--- src/hw/rtl/i2c_master_bit_sequencer_defines.svh ---
// assertion macros for the i2c bit sequencer
`ifndef I2C_MASTER_BIT_SEQUENCER_DEFINES_SVH
`define I2C_MASTER_BIT_SEQUENCER_DEFINES_SVH

// checked only out of reset
`define I2CS_ASSERT(lbl, prop, msg) \
  lbl: assert property (@(posedge clk) disable iff (!rst_n) prop) else $error(msg);

// checked on every edge, reset included
`define I2CS_ASSERT_ALWAYS(lbl, prop, msg) \
  lbl: assert property (@(posedge clk) prop) else $error(msg);

`endif

--- src/hw/rtl/i2cs_pkg.sv ---
// types, codes and phase decode for the i2c bit sequencer
`default_nettype none

package i2cs_pkg;

  typedef enum logic [2:0] {
    OP_IDLE  = 3'd0,
    OP_START = 3'd1,
    OP_STOP  = 3'd2,
    OP_WRITE = 3'd3,
    OP_READ  = 3'd4
  } op_t;

  localparam logic [4:0] LEN_START = 5'd4;
  localparam logic [4:0] LEN_STOP  = 5'd3;
  localparam logic [4:0] LEN_BYTE  = 5'd28;

  // fixed phases outside the bit loop
  localparam logic [4:0] PH_ACK_SDA  = 5'd24;
  localparam logic [4:0] PH_ACK_SCL  = 5'd25;
  localparam logic [4:0] PH_ACK_SMP  = 5'd26;
  localparam logic [4:0] PH_RACK_SDA = 5'd25;
  localparam logic [4:0] PH_RACK_SCL = 5'd26;

  // sub-phase codes within one bit slot
  localparam logic [1:0] SUB_SETUP = 2'd0;
  localparam logic [1:0] SUB_HIGH  = 2'd1;
  localparam logic [1:0] SUB_LOW   = 2'd2;

  typedef struct packed {
    logic [2:0] cmd;
    logic [7:0] tx_data;
    logic       ack_to_send;
    logic       sda_in;
  } in_beat_t;

  typedef struct packed {
    logic       scl_level;
    logic       sda_level;
    logic       busy_res;
    logic       done_res;
    logic [7:0] rx_data;
    logic       ack_seen;
    logic       rejected;
  } out_beat_t;

  typedef struct packed {
    logic [2:0] bit_idx;
    logic [1:0] sub;
  } phase_split_t;

  // q / 3 and q % 3 for q below 24: (q * 11) >> 5 is exact there
  function automatic phase_split_t phase_split(input logic [4:0] q);
    logic [8:0]   prod;
    logic [4:0]   three_b;
    logic [4:0]   rem;
    phase_split_t r;
    prod        = {4'b0000, q} * 9'd11;
    r.bit_idx   = prod[7:5];
    three_b     = {1'b0, r.bit_idx, 1'b0} + {2'b00, r.bit_idx};
    rem         = q - three_b;
    r.sub       = rem[1:0];
    return r;
  endfunction

endpackage

`default_nettype wire

--- src/hw/rtl/i2c_master_bit_sequencer.sv ---
// i2c master bit sequencer: one line phase per input beat, open-drain drive levels out
// a result beat is registered and appears in the cycle after its input beat is accepted
// throughput: one beat per cycle while out_ready holds, set by the single register stage from line state to result
// in_ready stays high while the result register is empty or being drained this cycle
// reset (synchronous, rst_n low): idle, phase 0, both lines released, result register empty
// a start takes 4 beats, a stop 3, a byte write or read 28, counted from the command beat
`default_nettype none

module i2c_master_bit_sequencer
  import i2cs_pkg::*;
(
  input  wire        clk,
  input  wire        rst_n,
  input  wire        in_valid,
  output logic       in_ready,
  input  wire in_beat_t in_data,
  output logic       out_valid,
  input  wire        out_ready,
  output out_beat_t  out_data
);

`include "i2c_master_bit_sequencer_defines.svh"

  // sequencer state
  op_t        op_r, op_nxt;
  logic [4:0] phase_r, phase_nxt;
  logic [7:0] shift_r, shift_nxt;
  logic       scl_r, scl_nxt;
  logic       sda_r, sda_nxt;
  logic       ack_latch_r, ack_latch_nxt;
  logic       ack_sample_r, ack_sample_nxt;

  // result register
  logic       out_valid_r;
  out_beat_t  out_data_r, out_data_nxt;

  logic       in_fire;
  logic       cmd_ok;
  logic       is_idle;
  logic       take_cmd;
  op_t        op_eff;
  logic [4:0] p_eff;
  logic [7:0] shift_eff;
  logic       ack_latch_eff;
  logic [4:0] len_eff;
  logic [4:0] p_inc;
  logic       last_phase;
  logic [4:0] read_q;
  phase_split_t wsplit, rsplit;

  // the result register parts the two sides, so a waiting result blocks a new beat only while out_ready is low
  assign in_ready  = !out_valid_r || out_ready;
  assign in_fire   = in_valid && in_ready;
  assign out_valid = out_valid_r;
  assign out_data  = out_data_r;

  // codes five to seven count as no command
  assign cmd_ok   = (in_data.cmd >= 3'(OP_START)) && (in_data.cmd <= 3'(OP_READ));
  assign is_idle  = (op_r == OP_IDLE);
  assign take_cmd = is_idle && cmd_ok;

  // state as seen by this beat once a new command has been loaded
  always_comb begin
    op_eff        = op_r;
    p_eff         = phase_r;
    shift_eff     = shift_r;
    ack_latch_eff = ack_latch_r;
    if (take_cmd) begin
      op_eff = op_t'(in_data.cmd);
      p_eff  = 5'd0;
      if (op_t'(in_data.cmd) == OP_WRITE) begin
        shift_eff = in_data.tx_data;
      end else if (op_t'(in_data.cmd) == OP_READ) begin
        shift_eff     = 8'h00;
        ack_latch_eff = in_data.ack_to_send;
      end
    end
  end

  always_comb begin
    case (op_eff)
      OP_START: len_eff = LEN_START;
      OP_STOP:  len_eff = LEN_STOP;
      default:  len_eff = LEN_BYTE;
    endcase
  end

  assign p_inc      = p_eff + 5'd1;
  assign last_phase = (op_eff != OP_IDLE) && (p_inc >= len_eff);

  // bit slot decode: write slots start at phase 0, read slots after the release phase
  assign read_q = p_eff - 5'd1;
  assign wsplit = phase_split(p_eff);
  assign rsplit = phase_split(read_q);

  // next operation: advance to idle on the last phase of a command
  always_comb begin
    op_nxt = op_eff;
    if (last_phase) begin
      op_nxt = OP_IDLE;
    end
  end

  // line drives, shift register and result fields
  always_comb begin
    phase_nxt      = last_phase ? 5'd0 : p_inc;
    shift_nxt      = shift_eff;
    scl_nxt        = scl_r;
    sda_nxt        = sda_r;
    ack_latch_nxt  = ack_latch_eff;
    ack_sample_nxt = ack_sample_r;

    case (op_eff)
      OP_IDLE: begin
        phase_nxt = phase_r;
      end
      OP_START: begin
        case (p_eff[1:0])
          2'd0:    sda_nxt = 1'b1;
          2'd1:    scl_nxt = 1'b1;
          2'd2:    sda_nxt = 1'b0;
          default: scl_nxt = 1'b0;
        endcase
      end
      OP_STOP: begin
        case (p_eff[1:0])
          2'd0:    sda_nxt = 1'b0;
          2'd1:    scl_nxt = 1'b1;
          default: sda_nxt = 1'b1;
        endcase
      end
      OP_WRITE: begin
        if (p_eff < PH_ACK_SDA) begin
          case (wsplit.sub)
            SUB_SETUP: sda_nxt = shift_eff[3'd7 - wsplit.bit_idx];
            SUB_HIGH:  scl_nxt = 1'b1;
            default:   scl_nxt = 1'b0;
          endcase
        end else if (p_eff == PH_ACK_SDA) begin
          sda_nxt = 1'b1;
        end else if (p_eff == PH_ACK_SCL) begin
          scl_nxt = 1'b1;
        end else if (p_eff == PH_ACK_SMP) begin
          ack_sample_nxt = in_data.sda_in;
        end else begin
          scl_nxt = 1'b0;
        end
      end
      default: begin
        // read byte
        if (p_eff == 5'd0) begin
          sda_nxt = 1'b1;
        end else if (p_eff <= PH_ACK_SDA) begin
          case (rsplit.sub)
            SUB_SETUP: scl_nxt = 1'b1;
            SUB_HIGH:  shift_nxt = {shift_eff[6:0], in_data.sda_in};
            default:   scl_nxt = 1'b0;
          endcase
        end else if (p_eff == PH_RACK_SDA) begin
          sda_nxt = ack_latch_eff;
        end else if (p_eff == PH_RACK_SCL) begin
          scl_nxt = 1'b1;
        end else begin
          scl_nxt = 1'b0;
        end
      end
    endcase

    out_data_nxt.scl_level = scl_nxt;
    out_data_nxt.sda_level = sda_nxt;
    out_data_nxt.busy_res  = (op_nxt != OP_IDLE);
    out_data_nxt.done_res  = last_phase;
    out_data_nxt.rx_data   = (last_phase && op_eff == OP_READ) ? shift_nxt : 8'h00;
    // ack is taken from the stored sample, the ack phase precedes the last one
    out_data_nxt.ack_seen  = last_phase && (op_eff == OP_WRITE) && ack_sample_r;
    out_data_nxt.rejected  = !is_idle && cmd_ok;
  end

  // state advances only on an accepted beat
  always_ff @(posedge clk) begin
    if (!rst_n) begin
      op_r         <= OP_IDLE;
      phase_r      <= 5'd0;
      shift_r      <= 8'h00;
      scl_r        <= 1'b1;
      sda_r        <= 1'b1;
      ack_latch_r  <= 1'b0;
      ack_sample_r <= 1'b0;
    end else if (in_fire) begin
      op_r         <= op_nxt;
      phase_r      <= phase_nxt;
      shift_r      <= shift_nxt;
      scl_r        <= scl_nxt;
      sda_r        <= sda_nxt;
      ack_latch_r  <= ack_latch_nxt;
      ack_sample_r <= ack_sample_nxt;
    end
  end

  always_ff @(posedge clk) begin
    if (!rst_n) begin
      out_valid_r <= 1'b0;
    end else if (in_fire) begin
      out_valid_r <= 1'b1;
    end else if (out_ready) begin
      out_valid_r <= 1'b0;
    end
  end

  // payload register, no reset needed
  always_ff @(posedge clk) begin
    if (in_fire) begin
      out_data_r <= out_data_nxt;
    end
  end

  // checks
  `I2CS_ASSERT(a_phase_in_range, phase_r < LEN_BYTE, "phase count beyond longest command")
  `I2CS_ASSERT_ALWAYS(a_idle_phase_zero, (op_r == OP_IDLE) |-> (phase_r == 5'd0), "idle with phase left over")
  `I2CS_ASSERT(a_done_not_busy, (out_valid_r && out_data_r.done_res) |-> !out_data_r.busy_res, "done beat still busy")
  `I2CS_ASSERT(a_data_only_on_done, (out_valid_r && !out_data_r.done_res) |-> (out_data_r.rx_data == 8'h00 && !out_data_r.ack_seen), "rx or ack without done")
  `I2CS_ASSERT(a_fire_gives_result, in_fire |=> out_valid_r, "accepted beat produced no result")

endmodule

`default_nettype wire

--- config.mk ---
export PLATFORM = sky130hd
export DESIGN_NAME = i2c_master_bit_sequencer
export DESIGN_NICKNAME = d
export VERILOG_FILES = /design/src/hw/rtl/i2cs_pkg.sv /design/src/hw/rtl/i2c_master_bit_sequencer.sv
export VERILOG_INCLUDE_DIRS = /design/src /design/src/hw/rtl
export SDC_FILE = /design/constraint.sdc
export NUM_CORES = 1
export LEC_CHECK = 0
export ABC_AREA = 1
export BUFFER_PORTS_ARGS = -buffer_cell sky130_fd_sc_hd__buf_2
export CAP_MARGIN = 20
export CELL_PAD_IN_SITES_DETAIL_PLACEMENT = 0
export CELL_PAD_IN_SITES_GLOBAL_PLACEMENT = 1
export CORE_UTILIZATION = 43
export CTS_CLUSTER_SIZE = 30
export DETAILED_ROUTE_END_ITERATION = 16
export PLACE_DENSITY = 0.78
export SLEW_MARGIN = 0
export SYNTH_ARGS = -nofsm -noshare
export SYNTH_HDL_FRONTEND = slang
export SYNTH_SLANG_ARGS = --single-unit
--- constraint.sdc ---
create_clock -name clk -period 6.6 [get_ports clk]
set_input_delay 1.32 -clock clk [delete_from_list [all_inputs] [get_ports clk]]
set_output_delay 1.32 -clock clk [all_outputs]
set_load 0.01 [all_outputs]
==> flow_summary.json <==
{
  "wl_um": 8523,
  "drive_above_1_share_pct": 14.34,
  "cts.clk_slew.worst_paths_ps": 70,
  "crit_fanout": 15,
  "cts-buffers-inserted": 5,
  "yosys_warnings": 0,
  "outcome": "finished clean",
  "hpwl_um": 6639,
  "maxCapViolCount": 0,
  "worstSetupEndpointType": "register",
  "pre_cts_ws_ps": 722.0,
  "overflow": 0,
  "max_freq_ghz": 0.1788,
  "antenna_left": 0,
  "finalNonFillerCells": 622,
  "clkSinkCount": 35,
  "grt_pass1_vias": 2961,
  "r2r_cells": 27,
  "start_util_pct": 44.82,
  "arrival_ps": 5610,
  "synth.area.top_cells": "nand2_1, dfxtp_1, edfxtp_1",
  "ir_drop_uv": 89.62,
  "hold_class": "reg2reg",
  "cts_resized": 0,
  "rsz0062_at_grt": "no",
  "synth_area_um2": 3286,
  "drc": 0,
  "async_reset_ff_share_pct": 0,
  "crit-reg2reg-capture": "out_data[3]",
  "die_area_um2": 7995,
  "ys_ff_latch": 35,
  "dieWidth_um": 89.42,
  "grt_first_pass_wirelength_um": 14120,
  "syn_to_final_growth_pct": 11.31,
  "synth_seq_area_share_pct": 25.59,
  "synth_area_leader_cell": "nand2_1",
  "cts_max_path_buffers": 2,
  "power_density_nw_per_um2": 217.1,
  "finalSetupViolCount": 0,
  "placed_cells": 613,
  "fin_nets": 574,
  "core_area_um2": 7331,
  "r2r_start": "op_r[2]",
  "finalHoldViolCount": 0,
  "antenna_found_initial": 1,
  "relSlewSlack_pct": 50.25,
  "reg2reg_slack_ps": 1790,
  "cp-start-kind": "input pin",
  "min_period_ps": 5593,
  "cts_hold_buffers": 0,
  "min_to": "phase_r[2]",
  "post-route-period-util_pct": 84.75,
  "required_ps": 6620,
  "tightestPinTransition_ps": 744.4,
  "synthCells": 487,
  "portBuffers": 32,
  "hold_start": "phase_r[2]",
  "diodes": 0,
  "cts.htree.levels": 2,
  "clock_latency_ps": 290,
  "place_congestion": 0.8660,
  "criticalPathCategory": "in2reg",
  "fp.dieH_um": 89.42,
  "cts_tree": "yes",
  "vias": 3167,
  "grt_max_degree": 33,
  "syn_nets": 539,
  "worst_slack_ps": 1007,
  "synth_edf_count": 14,
  "num_rows": 31,
  "first_iter_violations": 180,
  "fin_tns_setup_ps": 0,
  "maxSlewViolCount": 0,
  "synth_cell_types": 42,
  "min_path_cells": 2,
  "clock_skew_ps": 10.50,
  "drtPass1Iterations": 5,
  "vias_per_cell": 5.092,
  "synth_top_area_share_pct": 14.51,
  "routedWlPerCell_um": 13.70,
  "dominantRegCellSynth": "dfxtp_1",
  "cts_setup_buffers": 0,
  "power.leakage_nw": 1.979,
  "avgSynthCellArea_um2": 6.747,
  "pin_count": 33,
  "track_usage_pct": 23.35,
  "cts-root-buf": "clkbuf_8"
}
==> layer usage <==
layer	GRT usage (%)	vias up	share of wire, %
met1	32.32	1410	49
met2	38.17	78	45
met5	0	-	0.13
li1	-	1664	-
met4	4.906	2	0.96
met3	3.970	13	4.2
==> through the flow <==
| step | instance area [µm²] | utilization [%] | total power [W] | hold WS, ps |
|---|---|---|---|---|
| after floorplan | 3286 | - | 0.0005469 | 433.8 |
| after global placement | 3546 | 48.37 | 0.0006338 | 447.6 |
| after detailed placement | 3546 | 48.37 | 0.0006385 | 463.6 |
| after CTS | 3630 | 49.51 | 0.0007958 | 475.1 |
| after global routing | 3657 | 49.89 | 0.0008698 | 501.1 |
| final | 3657 | 49.89 | 0.0007941 | 479.5 |
==> where the power goes <==
group / internal, W / switching (W)
Combinational: 0.000128 / 0.000263
Clock: 0.0000723 / 0.0000824
Sequential: 0.000241 / 0.00000705
==> critical path, stage by stage <==
cell      delay (ps)
buf_2            130
o21ai_1          240
nand2_2          140
nor2_8           300
nor2_4           120
inv_1            240
ha_1             290
xor2_1           290
ha_1             200
inv_1             50
fa_1             470
inv_1             40
ha_1             320
a21oi_1          190
nand3b_1         120
nand2_1          100
inv_1             50
ha_1             200
inv_1             60
nand3_1          100
nand3_1          120
nand2_1          100
inv_4            140
nand2_4          100
nand2_1          100
a21oi_1           70
==> cells by family (layout without fill, tap and decap cells) <==
kind of cell / count (synthesis) / after routing / synth area share [%]
compound gates: 65 / 65 / 10.89
xor+xnor: 4 / 4 / 1.066
fa+ha+maj: 35 / 35 / 13.79
buf+inv: 98 / 134 / 11.42
flops: 35 / 35 / 25.59
simple gates: 250 / 250 / 37.24
==> layout make-up <==
type                    count  area (µm²)
multi-input cells         354        2069
clock buffers               5       68.82
repair buffers             33       187.7
inverters                  93       351.6
flip-flops and latches     35       840.8
well taps                  99       123.9
clock inverters             3       15.01
fillers                   752        3674
==> synth_stat cells (5+ instances only) <==
cell,number
a21oi_1,32
dfxtp_1,21
edfxtp_1,14
ha_1,33
inv_1,81
inv_2,10
nand2_1,127
nand2_2,6
nand3_1,68
nand3b_1,5
nand4_1,7
nor2_1,17
o21ai_0,19
==> flip-flops by register name, indices dropped and copies added, names as in the netlist <==
name,cells
out_data,14
shift_r,8
phase_r,5
op_r,3
ack_latch_r,1
ack_sample_r,1
out_valid,1
scl_r,1
sda_r,1
==> layout by cell type, fill, tap and decap left out, types with 2 or more instances in the layout <==
cell	Yosys	final
nor2_1	17	17
fa_1	2	2
clkinv_2	0	3
nand2_1	127	127
nand4_1	7	7
o21ai_1	3	3
nand2_4	2	2
ha_1	33	33
edfxtp_1	14	14
nand3_2	3	3
inv_1	81	81
inv_2	10	10
nor2_4	3	3
nor2_8	3	3
a2111oi_0	2	2
xor2_1	2	2
nand3_1	68	68
o21ai_0	19	19
a21oi_1	32	32
nand2_2	6	6
buf_2	1	32
xnor2_1	2	2
nor3_1	3	3
dfxtp_1	21	21
nor2_2	2	2
nand3b_1	5	5
clkbuf_8	0	5
==> worst max path at each step <==
stage | slack, ps | to | depth (start not counted) | from
after CTS | 1040 | out_data[8] | 26 | in_data[10]
after detailed placement | 720 | out_data[8] | 24 | in_data[10]
after global placement | 830 | out_data[8] | 24 | in_data[10]
after global routing | 590 | out_data[8] | 28 | in_data[10]
after floorplan | 1380 | out_data[3] | 24 | in_data[10]
final | 1010 | out_data[3] | 26 | in_data[10]
(Power assumes the default switching activity.)
